<file path="config.mk">
export PLATFORM = sky130hd
export DESIGN_NAME = treyfer_block_crypt_padded
export DESIGN_NICKNAME = d
export VERILOG_FILES = /design/src/design/tbcp_pkg.sv /design/src/design/treyfer_block_crypt_padded.sv
export SDC_FILE = /design/constraint.sdc
export NUM_CORES = 1
export LEC_CHECK = 0
export ABC_AREA = 1
export BUFFER_PORTS_ARGS = -buffer_cell sky130_fd_sc_hd__buf_2
export CELL_PAD_IN_SITES_DETAIL_PLACEMENT = 0
export CELL_PAD_IN_SITES_GLOBAL_PLACEMENT = 1
export CORE_ASPECT_RATIO = 1.2
export CORE_MARGIN = 2
export CORE_UTILIZATION = 44
export DETAILED_ROUTE_END_ITERATION = 8
export GPL_TIMING_DRIVEN = 0
export MAX_ROUTING_LAYER = met4
export PLACE_DENSITY = 0.94
export SLEW_MARGIN = 10
export SYNTH_ARGS = -nofsm -noshare
export SYNTH_HDL_FRONTEND = slang
export SYNTH_SLANG_ARGS = --single-unit
</file>
<file path="constraint.sdc">
create_clock -name clock -period 9.6 [get_ports clock]
set_input_delay 1.92 -clock clock [delete_from_list [all_inputs] [get_ports clock]]
set_output_delay 1.92 -clock clock [all_outputs]
set_load 0.1 [all_outputs]
</file>
<file path="src/design/tbcp_pkg.sv">
`timescale 1ns / 1ps
// -----------------------------------------------------------------------------
// tbcp_pkg: shared types and constants for the padded Treyfer block engine
// Holds the sequencer state type, register indexes, block geometry and the
// byte substitution table.
// -----------------------------------------------------------------------------
package tbcp_pkg;

   // block geometry
   localparam int unsigned BLK_BYTES = 8;
   localparam int unsigned BLK_W     = 8 * BLK_BYTES;
   localparam int unsigned CNT_BYTES_W = 4;

   // configuration register indexes
   localparam logic CSR_KEY  = 1'b0;
   localparam logic CSR_MODE = 1'b1;

   // key value after reset: ASCII "password", byte 0 in bits 7:0
   localparam logic [BLK_W-1:0] KEY_RESET = 64'h6472_6f77_7373_6170;

   // padding byte of the trailing block that follows a full final block
   localparam logic [7:0] PAD_FULL = 8'h08;

   // sequencer states
   typedef enum logic [1:0] {
      ST_IDLE,
      ST_RUN,
      ST_EMIT
   } state_type;

   // byte substitution table
   localparam logic [7:0] SBOX [256] = '{
      8'h63, 8'h7c, 8'h77, 8'h7b, 8'hf2, 8'h6b, 8'h6f, 8'hc5,
      8'h30, 8'h01, 8'h67, 8'h2b, 8'hfe, 8'hd7, 8'hab, 8'h76,
      8'hca, 8'h82, 8'hc9, 8'h7d, 8'hfa, 8'h59, 8'h47, 8'hf0,
      8'had, 8'hd4, 8'ha2, 8'haf, 8'h9c, 8'ha4, 8'h72, 8'hc0,
      8'hb7, 8'hfd, 8'h93, 8'h26, 8'h36, 8'h3f, 8'hf7, 8'hcc,
      8'h34, 8'ha5, 8'he5, 8'hf1, 8'h71, 8'hd8, 8'h31, 8'h15,
      8'h04, 8'hc7, 8'h23, 8'hc3, 8'h18, 8'h96, 8'h05, 8'h9a,
      8'h07, 8'h12, 8'h80, 8'he2, 8'heb, 8'h27, 8'hb2, 8'h75,
      8'h09, 8'h83, 8'h2c, 8'h1a, 8'h1b, 8'h6e, 8'h5a, 8'ha0,
      8'h52, 8'h3b, 8'hd6, 8'hb3, 8'h29, 8'he3, 8'h2f, 8'h84,
      8'h53, 8'hd1, 8'h00, 8'hed, 8'h20, 8'hfc, 8'hb1, 8'h5b,
      8'h6a, 8'hcb, 8'hbe, 8'h39, 8'h4a, 8'h4c, 8'h58, 8'hcf,
      8'hd0, 8'hef, 8'haa, 8'hfb, 8'h43, 8'h4d, 8'h33, 8'h85,
      8'h45, 8'hf9, 8'h02, 8'h7f, 8'h50, 8'h3c, 8'h9f, 8'ha8,
      8'h51, 8'ha3, 8'h40, 8'h8f, 8'h92, 8'h9d, 8'h38, 8'hf5,
      8'hbc, 8'hb6, 8'hda, 8'h21, 8'h10, 8'hff, 8'hf3, 8'hd2,
      8'hcd, 8'h0c, 8'h13, 8'hec, 8'h5f, 8'h97, 8'h44, 8'h17,
      8'hc4, 8'ha7, 8'h7e, 8'h3d, 8'h64, 8'h5d, 8'h19, 8'h73,
      8'h60, 8'h81, 8'h4f, 8'hdc, 8'h22, 8'h2a, 8'h90, 8'h88,
      8'h46, 8'hee, 8'hb8, 8'h14, 8'hde, 8'h5e, 8'h0b, 8'hdb,
      8'he0, 8'h32, 8'h3a, 8'h0a, 8'h49, 8'h06, 8'h24, 8'h5c,
      8'hc2, 8'hd3, 8'hac, 8'h62, 8'h91, 8'h95, 8'he4, 8'h79,
      8'he7, 8'hc8, 8'h37, 8'h6d, 8'h8d, 8'hd5, 8'h4e, 8'ha9,
      8'h6c, 8'h56, 8'hf4, 8'hea, 8'h65, 8'h7a, 8'hae, 8'h08,
      8'hba, 8'h78, 8'h25, 8'h2e, 8'h1c, 8'ha6, 8'hb4, 8'hc6,
      8'he8, 8'hdd, 8'h74, 8'h1f, 8'h4b, 8'hbd, 8'h8b, 8'h8a,
      8'h70, 8'h3e, 8'hb5, 8'h66, 8'h48, 8'h03, 8'hf6, 8'h0e,
      8'h61, 8'h35, 8'h57, 8'hb9, 8'h86, 8'hc1, 8'h1d, 8'h9e,
      8'he1, 8'hf8, 8'h98, 8'h11, 8'h69, 8'hd9, 8'h8e, 8'h94,
      8'h9b, 8'h1e, 8'h87, 8'he9, 8'hce, 8'h55, 8'h28, 8'hdf,
      8'h8c, 8'ha1, 8'h89, 8'h0d, 8'hbf, 8'he6, 8'h42, 8'h68,
      8'h41, 8'h99, 8'h2d, 8'h0f, 8'hb0, 8'h54, 8'hbb, 8'h16
   };

endpackage

</file>
<file path="src/design/treyfer_block_crypt_padded.sv">
`timescale 1ns / 1ps
// -----------------------------------------------------------------------------
// treyfer_block_crypt_padded: Treyfer block engine with block padding
// Encrypts with padding or decrypts with pad removal, one byte step per
// cycle through a single shared substitution unit.
// -----------------------------------------------------------------------------
//  channel  | direction | handshake             | payload
//  req_     | in        | req_valid / req_ready | block_in, byte_count, last_block
//  rsp_     | out       | rsp_valid / rsp_ready | block_out, valid_bytes, last_out
//  csr_     | in        | csr_we                | csr_index, csr_wdata
//
//  One request takes a load step, ROUNDS*8 byte steps (256 at the default)
//  and an emit step. The byte step chain through the one substitution table
//  sets the run time. A full final encrypt block adds a second pass for the
//  padding block: ROUNDS*8 byte steps and an emit step, with no load step.
//  Reset is synchronous and restores the key and mode registers.
//  The result register frees the core: a stalled rsp_ side only holds the
//  engine when a new result is ready to be written over an untaken one.
// -----------------------------------------------------------------------------
module treyfer_block_crypt_padded #(
   parameter int unsigned ROUNDS = 32
) (
   input  logic                       clock,
   input  logic                       reset,
   // request channel
   input  logic                       req_valid,
   output logic                       req_ready,
   input  logic [tbcp_pkg::BLK_W-1:0] req_block_in,
   input  logic [3:0]                 req_byte_count,
   input  logic                       req_last_block,
   // result channel
   output logic                       rsp_valid,
   input  logic                       rsp_ready,
   output logic [tbcp_pkg::BLK_W-1:0] rsp_block_out,
   output logic [3:0]                 rsp_valid_bytes,
   output logic                       rsp_last_out,
   // configuration port
   input  logic                       csr_we,
   input  logic                       csr_index,
   input  logic [tbcp_pkg::BLK_W-1:0] csr_wdata
);

   localparam int unsigned STEPS = ROUNDS * tbcp_pkg::BLK_BYTES;
   localparam int unsigned CNT_W = $clog2(STEPS);

   // registers
   tbcp_pkg::state_type         state_ff, state_in;
   logic [CNT_W-1:0]            cnt_ff, cnt_in;
   logic [tbcp_pkg::BLK_W-1:0]  blk_ff, blk_in;
   logic                        last_ff, last_in;
   logic                        pad_ff, pad_in;
   logic [tbcp_pkg::BLK_W-1:0]  key_ff, key_in;
   logic                        mode_ff, mode_in;
   logic                        rsp_valid_ff, rsp_valid_in;
   logic [tbcp_pkg::BLK_W-1:0]  rsp_block_ff, rsp_block_in;
   logic [3:0]                  rsp_bytes_ff, rsp_bytes_in;
   logic                        rsp_last_ff, rsp_last_in;

   // control and datapath
   logic                        accept;
   logic                        out_free;
   logic                        last_step;
   logic                        do_emit;
   logic [2:0]                  bi;
   logic [2:0]                  nx;
   logic [7:0]                  t_i;
   logic [7:0]                  k_i;
   logic [7:0]                  t_nx;
   logic [7:0]                  s_val;
   logic [7:0]                  sum_enc;
   logic [7:0]                  new_byte;
   logic [tbcp_pkg::BLK_W-1:0]  step_blk;
   logic [tbcp_pkg::BLK_W-1:0]  load_blk;
   logic [3:0]                  n_sat;
   logic [7:0]                  pad_byte;
   logic [7:0]                  pad_val;
   logic [3:0]                  emit_bytes;

   assign accept    = req_valid && req_ready;
   assign out_free  = !rsp_valid_ff || rsp_ready;
   assign last_step = (cnt_ff == CNT_W'(STEPS - 1));

   // next state
   always_comb begin
      state_in = state_ff;
      unique case (state_ff)
         tbcp_pkg::ST_IDLE: begin
            if (req_valid) state_in = tbcp_pkg::ST_RUN;
         end
         tbcp_pkg::ST_RUN: begin
            if (last_step) state_in = tbcp_pkg::ST_EMIT;
         end
         tbcp_pkg::ST_EMIT: begin
            if (out_free) state_in = pad_ff ? tbcp_pkg::ST_RUN : tbcp_pkg::ST_IDLE;
         end
         default: state_in = tbcp_pkg::ST_IDLE;
      endcase
   end

   // state outputs
   always_comb begin
      req_ready = 1'b0;
      do_emit   = 1'b0;
      unique case (state_ff)
         tbcp_pkg::ST_IDLE: req_ready = 1'b1;
         tbcp_pkg::ST_RUN:  req_ready = 1'b0;
         tbcp_pkg::ST_EMIT: do_emit   = out_free;
         default:           req_ready = 1'b0;
      endcase
   end

   // shared byte step: s = S[t[i] + k[i]], then fold into t[i+1]
   always_comb begin
      bi       = mode_ff ? ~cnt_ff[2:0] : cnt_ff[2:0];
      nx       = bi + 3'd1;
      t_i      = blk_ff[{bi, 3'b000} +: 8];
      k_i      = key_ff[{bi, 3'b000} +: 8];
      t_nx     = blk_ff[{nx, 3'b000} +: 8];
      s_val    = tbcp_pkg::SBOX[t_i + k_i];
      sum_enc  = s_val + t_nx;
      new_byte = mode_ff ? ({t_nx[0], t_nx[7:1]} - s_val) : {sum_enc[6:0], sum_enc[7]};
      step_blk = blk_ff;
      for (int j = 0; j < tbcp_pkg::BLK_BYTES; j++) begin
         if (nx == 3'(j)) step_blk[8*j +: 8] = new_byte;
      end
   end

   // pad a short encrypt block with the pad count
   always_comb begin
      n_sat    = (req_byte_count > 4'd8) ? 4'd8 : req_byte_count;
      pad_byte = {4'd0, 4'd8 - n_sat};
      load_blk = req_block_in;
      for (int j = 0; j < tbcp_pkg::BLK_BYTES; j++) begin
         if (!mode_ff && (4'(j) >= n_sat)) load_blk[8*j +: 8] = pad_byte;
      end
   end

   // kept byte count: strip a valid pad from the final decrypted block
   always_comb begin
      pad_val    = blk_ff[tbcp_pkg::BLK_W-1 -: 8];
      emit_bytes = 4'd8;
      if (mode_ff && last_ff && (pad_val >= 8'd1) && (pad_val <= 8'd8)) begin
         emit_bytes = 4'd8 - pad_val[3:0];
      end
   end

   // register next values
   always_comb begin
      cnt_in       = cnt_ff;
      blk_in       = blk_ff;
      last_in      = last_ff;
      pad_in       = pad_ff;
      key_in       = key_ff;
      mode_in      = mode_ff;
      rsp_valid_in = rsp_valid_ff;
      rsp_block_in = rsp_block_ff;
      rsp_bytes_in = rsp_bytes_ff;
      rsp_last_in  = rsp_last_ff;

      // configuration writes
      if (csr_we) begin
         unique case (csr_index)
            tbcp_pkg::CSR_KEY:  key_in  = csr_wdata;
            tbcp_pkg::CSR_MODE: mode_in = csr_wdata[0];
            default:            key_in  = key_ff;
         endcase
      end

      // drop the result once taken
      if (rsp_valid_ff && rsp_ready) rsp_valid_in = 1'b0;

      // load a new request
      if (accept) begin
         cnt_in  = '0;
         blk_in  = load_blk;
         last_in = mode_ff ? req_last_block : (n_sat != 4'd8);
         pad_in  = !mode_ff && (n_sat == 4'd8) && req_last_block;
      end

      // advance one byte step
      if (state_ff == tbcp_pkg::ST_RUN) begin
         cnt_in = cnt_ff + CNT_W'(1);
         blk_in = step_blk;
      end

      // emit the result, then start the padding block if one is owed
      if (do_emit) begin
         rsp_valid_in = 1'b1;
         rsp_block_in = blk_ff;
         rsp_bytes_in = emit_bytes;
         rsp_last_in  = last_ff;
         if (pad_ff) begin
            cnt_in  = '0;
            blk_in  = {tbcp_pkg::BLK_BYTES{tbcp_pkg::PAD_FULL}};
            last_in = 1'b1;
            pad_in  = 1'b0;
         end
      end
   end

   // control registers
   always_ff @(posedge clock) begin
      if (reset) begin
         state_ff     <= tbcp_pkg::ST_IDLE;
         key_ff       <= tbcp_pkg::KEY_RESET;
         mode_ff      <= 1'b0;
         rsp_valid_ff <= 1'b0;
         pad_ff       <= 1'b0;
      end else begin
         state_ff     <= state_in;
         key_ff       <= key_in;
         mode_ff      <= mode_in;
         rsp_valid_ff <= rsp_valid_in;
         pad_ff       <= pad_in;
      end
   end

   // payload registers
   always_ff @(posedge clock) begin
      cnt_ff       <= cnt_in;
      blk_ff       <= blk_in;
      last_ff      <= last_in;
      rsp_block_ff <= rsp_block_in;
      rsp_bytes_ff <= rsp_bytes_in;
      rsp_last_ff  <= rsp_last_in;
   end

   assign rsp_valid       = rsp_valid_ff;
   assign rsp_block_out   = rsp_block_ff;
   assign rsp_valid_bytes = rsp_bytes_ff;
   assign rsp_last_out    = rsp_last_ff;

endmodule

</file>
After elaboration in Yosys (flattened, before gate mapping)
Memories as Yosys holds them, arrays and structs flattened.
Cells that the tools add are included.
{ "classes": {"n_lt_le_gt_ge": 12, "n_bitwise": 3, "n_reduce_logical": 24, "mux": 45, "shifts": 3, "add_sub_neg": 7, "n_eq_ne": 15} }
{ "op_table": {"columns": ["cell", "n"], "rows": [
  ["64-bit two-way mux", 4],
  ["64-bit by 7-bit variable part select with 8-bit output", 3],
  ["8-bit two-way mux", 23],
  ["8-bit adder", 2],
  ["3-bit by 4-bit greater-or-equal comparator with 1-bit output (first input constant)", 4],
  ["1-bit logical AND", 15],
  ["3-bit equality test (second input constant)", 4],
  ["1-bit two-way mux", 12],
  ["9-bit greater-or-equal comparator (second input constant)", 1],
  ["8-bit NOT with 9-bit output", 1],
  ["8-bit by 1-bit adder with 8-bit output (second input constant)", 1],
  ["8-bit equality test (second input constant)", 1],
  ["1-bit by 4-bit greater-or-equal comparator with 1-bit output (first input constant)", 2],
  ["2-bit by 4-bit greater-or-equal comparator with 1-bit output (first input constant)", 2],
  ["8-bit by 1-bit greater-or-equal comparator with 1-bit output (second input constant)", 1],
  ["8-bit by 4-bit less-or-equal comparator with 1-bit output (second input constant)", 1],
  ["4-bit subtractor (first input constant)", 2],
  ["8-bit subtractor", 1],
  ["3-bit by 2-bit equality test with 1-bit output (second input constant)", 2],
  ["2-bit two-way mux", 3],
  ["2-bit != test (second input constant)", 3],
  ["2-bit case mux with 3 select lines", 1],
  ["4-bit equality test (second input constant)", 1],
  ["4-bit > comparator (second input constant)", 1],
  ["other kinds (16)", 18]
]} }
{ "word_totals": {"register_bits": 211, "n_memories": 1, "rom_bits": 2048, "wordCells": 121} }
{ "memory_table": {"columns": ["memory", "depth", "word_bits", "read_ports", "rd_ports_with_merged_regs", "wr", "line_no", "rtl"], "rows": [
  ["(no name shown)", 256, 8, 1, 0, 0, "treyfer_block_crypt_padded.sv:119", "s_val = tbcp_pkg::SBOX[t_i + k_i];"]
]} }

Longest topological paths before layout
{ "logic_depth": {"depth_word": 14, "ltp_mapped": 46, "ltp_nobuf": 42} }

Worst setup path after synthesis
OpenSTA, ideal clock, no wires.
{ "synth_path": {"path_kind": "flip-flop to flip-flop", "from": "reg mode_ff", "to": "reg (tool-made name)", "setup_time_ns": 0.257, "slack_ns": 3.328, "arrival_time_ns": 6.015, "stages_incl_launch_ff": 41, "required_ns": 9.343, "synth_period_minus_slack_ns": 6.272, "path_cell_list": "dfxtp_1 > buf_4 > inv_2 > nand2_1 > nand2_2 > buf_4 > nor2_1 > inv_2 > clkbuf_1 > o21ai_0 > o32ai_1 > ha_1 > inv_1 > fa_1 > inv_1 > ha_1 > inv_1 > nand3_1 > [... 5 more ...] > o21ai_0 > nand2_1 > o21ai_0 > inv_1 > ha_1 > inv_1 > fa_1 > a31oi_1 > nor2_1 > o21ai_0 > nand2_1 > or2_2 > nand3_1 > nand2_1 > inv_1 > nand2_1 > o2111ai_1 > inv_1"} }
{ "synth_lines": {"columns": ["element", "line_no", "rtl"], "rows": [
  ["start, declared", "treyfer_block_crypt_padded.sv:53", "logic mode_ff, mode_in;"],
  ["start signal, assigned", "treyfer_block_crypt_padded.sv:212", "mode_ff <= mode_in;"]
]} }

Worst setup path after layout
{ "layout_path": {"from": "reg mode_ff", "to": "reg blk_ff[59] (netlist name)"} }
{ "layout_via": {"elab_chain_len": 13} }
{ "layout_lines": {"columns": ["element", "line_no", "rtl"], "rows": [
  ["3-bit two-way mux", "treyfer_block_crypt_padded.sv:114", "bi = mode_ff ? ~cnt_ff[2:0] : cnt_ff[2:0];"],
  ["64-bit by 7-bit variable part select with 8-bit output, on equally long branches", "treyfer_block_crypt_padded.sv:116, treyfer_block_crypt_padded.sv:117", null],
  ["8-bit adder", "treyfer_block_crypt_padded.sv:119", null],
  ["8-bit NOT with 9-bit output (not written as such)", "treyfer_block_crypt_padded.sv:119", null],
  ["memory read 256 x 8 bit", null, null],
  ["8-bit two-way mux (not written as such) (2 in series)", "treyfer_block_crypt_padded.sv:119", null],
  ["8-bit adder or 8-bit subtractor (tied branches)", "treyfer_block_crypt_padded.sv:120, treyfer_block_crypt_padded.sv:121", null],
  ["8-bit two-way mux", "treyfer_block_crypt_padded.sv:121", "new_byte = mode_ff ? ({t_nx[0], t_nx[7:1]} - s_val) : {sum_enc[6:0], sum_enc[7]};"],
  ["8-bit two-way mux", "treyfer_block_crypt_padded.sv:124", "if (nx == 3'(j)) step_blk[8*j +: 8] = new_byte;"],
  ["64-bit two-way mux (*)", "treyfer_block_crypt_padded.sv:181", "if (state_ff == tbcp_pkg::ST_RUN) begin"],
  ["64-bit two-way mux", "treyfer_block_crypt_padded.sv:192", "if (pad_ff) begin"],
  ["64-bit two-way mux (*)", "treyfer_block_crypt_padded.sv:187", "if (do_emit) begin"],
  ["named net blk_in (one bit)", "treyfer_block_crypt_padded.sv:49", "logic [tbcp_pkg::BLK_W-1:0] blk_ff, blk_in;"],
  ["end signal, assigned", "treyfer_block_crypt_padded.sv:221", "blk_ff <= blk_in;"],
  ["end, declared", "treyfer_block_crypt_padded.sv:49", null]
]} }
The timed path passes the listed nets; every way through them passes the cells marked *. The select of a mux whose other input is x is not followed.
A chain may end at the register's enable or synchronous reset.

==> flow_summary.json <==
{
  "critical_path.most_common_cell": "inv_1",
  "fin_worst_skew_ps": 36.0,
  "grt_overflow_total": 0,
  "postRouteAntennaNets": 0,
  "die_area_um2": 33600,
  "hold_viol": 0,
  "fmax_ghz": 0.108,
  "synth-seq-cells": 211,
  "slowest_stage": "fa_2",
  "synth_compound_area_share_pct": 23.1,
  "maxSlewViolCount": 0,
  "cp_data_arrival_time_ps": 9560,
  "dr.pass1.iters": 6,
  "critPathKind": "register to register",
  "async_flop_share_pct": 0,
  "coreArea_um2": 31500,
  "grt_pass1_vias": 16279,
  "fillCellCount": 3112,
  "wl_per_cell_um": 26.9,
  "die_y_um": 200,
  "required_ps": 9940,
  "dp.final_hpwl_um": 54800,
  "cts_tree": "yes",
  "max-cap-violations": 0,
  "synth_top_area_share_pct": 19.7,
  "layout-drive-gt1-share_pct": 13.8,
  "start_kind": "register",
  "holdWs_ps": 456,
  "grt_max_degree": 56,
  "ios": 210,
  "synth-simple-area-share_pct": 26.2,
  "cp_top_family": "compound AO/OA/AOI/OAI gates",
  "num_rows": 71,
  "critPathMaxFanout": 13,
  "die_w_um": 168,
  "path_buf_inv": 13,
  "grt_pass1_wl_um": 105000,
  "cts_buffers": 24,
  "max_stage_delay_ps": 670,
  "ys_warn_count": 0,
  "htreeDepth": 1,
  "ys_seq_area_share_pct": 36.5,
  "path_clk_slew_ps": 60,
  "synthMuxAreaShare_pct": 0,
  "via_per_inst": 6.41,
  "max_slew_margin_pct": 8.98,
  "cts-root-buf": "clkbuf_16",
  "syn_to_final_growth_pct": 17.2,
  "synth_top_family_by_area": "simple AND/OR/NAND/NOR gates",
  "n_antenna_cell": 0,
  "synth_ff_type": "dfxtp_1",
  "ys_top_cells_by_area": "edfxtp_1 20%, dfxtp_1 17%, nand2_1 12%",
  "synthCells": 2033,
  "cp-end-kind": "register",
  "clockBufferDepth": 3,
  "status": "finished, final reports clean",
  "drc": 0,
  "setup_viol": 0,
  "synthAdderAreaFrac_pct": 4.14,
  "drt_iter0_markers": 2576,
  "synth-xor-area-share_pct": 0.549,
  "synth_top_area_cell": "edfxtp_1",
  "worst_slew_pin_slew_ps": 1360,
  "finalCriticalPeriod_ps": 9230,
  "clk_latency_ps": 560,
  "synth_edf_count": 93,
  "wl_um": 72400,
  "io_buffers": 209,
  "track_usage_pct": 43.3,
  "initial_core_util_pct": 44.8,
  "hp-class": "register to register",
  "final_area_um2": 16600,
  "syn-cell-area_um2": 14100,
  "yosys.cell_types.count": 50,
  "num_vias": 17227,
  "placed_cell_area_um2": 15700,
  "antenna_found_initial": 0,
  "gp_congestion": 1.14,
  "rsz0062_at_grt": "false",
  "synth.avg_cell_area_um2": 6.96,
  "fin_crit_sh_pct": 96.1,
  "final_nets": 2454,
  "cts_sinks": 211,
  "syn_nets": 2217
}
cell type report:
type | instances | area, µm² | area share (%)
timing repair buffer | 211 | 1080 | 6.52
clock inverter | 13 | 149 | 0.899
clock buffer | 31 | 678 | 4.09
multi-input combinational | 1483 | 7640 | 46.1
buffer | 104 | 474 | 2.86
inverter | 235 | 888 | 5.36
sequential | 211 | 5150 | 31.1
tap | 401 | 502 | 3.03
Yosys cell counts (19+ instances only):
cell type and n:
a21oi_1 128, o211ai_1 53, buf_2 19, a31oi_1 21
inv_1 226, o221ai_1 19, nand2_1 459, edfxtp_1 93
dfxtp_1 118, ha_1 42, nor2_1 182, o22ai_1 37
clkbuf_1 67, o21ai_0 197, nand3_1 206
layout by cell type (no fill, tap or decap), types with 4 or more instances in the layout:
| cell type | netlist | layout |
|---|---|---|
| a211oi_1 | 4 | 4 |
| a21oi_1 | 128 | 128 |
| a221oi_1 | 11 | 11 |
| a22oi_1 | 7 | 7 |
| a31oi_1 | 21 | 21 |
| a32oi_1 | 4 | 4 |
| buf_1 | 7 | 7 |
| buf_2 | 19 | 228 |
| buf_4 | 6 | 7 |
| buf_6 | 5 | 5 |
| clkbuf_1 | 67 | 70 |
| clkbuf_16 | 0 | 25 |
| clkinv_1 | 2 | 4 |
| clkinv_2 | 0 | 5 |
| dfxtp_1 | 118 | 118 |
| edfxtp_1 | 93 | 93 |
| ha_1 | 42 | 42 |
| inv_1 | 226 | 224 |
| inv_2 | 7 | 7 |
| nand2_1 | 459 | 459 |
| nand2_2 | 10 | 10 |
| nand3_1 | 206 | 206 |
| nand4_1 | 5 | 5 |
| nor2_1 | 182 | 181 |
| nor2_2 | 3 | 4 |
| nor3_1 | 9 | 9 |
| nor4_1 | 4 | 4 |
| o2111ai_1 | 16 | 16 |
| o211ai_1 | 53 | 53 |
| o21ai_0 | 197 | 197 |
| o21ai_1 | 6 | 6 |
| o221ai_1 | 19 | 19 |
| o22ai_1 | 37 | 37 |
| o311ai_0 | 7 | 7 |
| o31ai_1 | 6 | 6 |
| o32ai_1 | 14 | 13 |
| or2_2 | 5 | 5 |
| xor2_1 | 5 | 5 |
layer usage:
layer	GRT usage (%)	routed length (µm)	vias to the layer above
met3	8.42	8540	416
met2	65.6	31300	1398
li1	-	-	7511
met5	-	0	-
met4	32.9	7220	0
met1	50.7	25400	7902
cell families (layout without fill, tap and decap cells):
kind of cell / Yosys count / after routing
AO/OA/AOI/OAI: 541 / 541
XOR/XNOR: 8 / 8
adder cells (fa/ha/maj): 45 / 45
buffers and inverters: 339 / 594
flip-flops: 211 / 211
AND/OR/NAND/NOR: 889 / 889
path summary, 6_finish.rpt:
path | slack (ps) | depth (start not counted) | start | end
setup / recovery | 370 | 38 | mode_ff | blk_ff[59]
hold / removal | 460 | 2 | key_ff[15] | key_ff[15]
setup reg to reg | 370 | 38 | mode_ff | blk_ff[59]
hold reg to reg | 460 | 2 | key_ff[15] | key_ff[15]
timing repair:
item                       CTS  global route
hold buffers                 0             0
resized for setup            2             1
hold endpoints to repair     0             0
setup endpoints to repair    5            28
buffers inserted             0             1
through the flow:
step	setup slack, ps	instances	TNS, ps	utilization (%)
final	375	2689	0	52.5
after global routing	26.0	2689	0	52.5
after CTS	270	2688	0	52.5
after detailed placement	-42.9	2644	-86.5	49.9
after global placement	-200	2643	-1830	49.8
after floorplan	3330	2033	0	-
worst register-to-register path: cells and delay by family (launching register included):
kind | cells | cell delay (ps)
AOI/OAI and AO/OA | 10 | 2820
DFF | 1 | 300
adders and majority gates | 4 | 1610
buffers and inverters | 13 | 2370
and+or+nand+nor | 11 | 1930
Power is not shown: default switching activity piles up to over one toggle a cycle in this logic, so the estimate is an artifact.
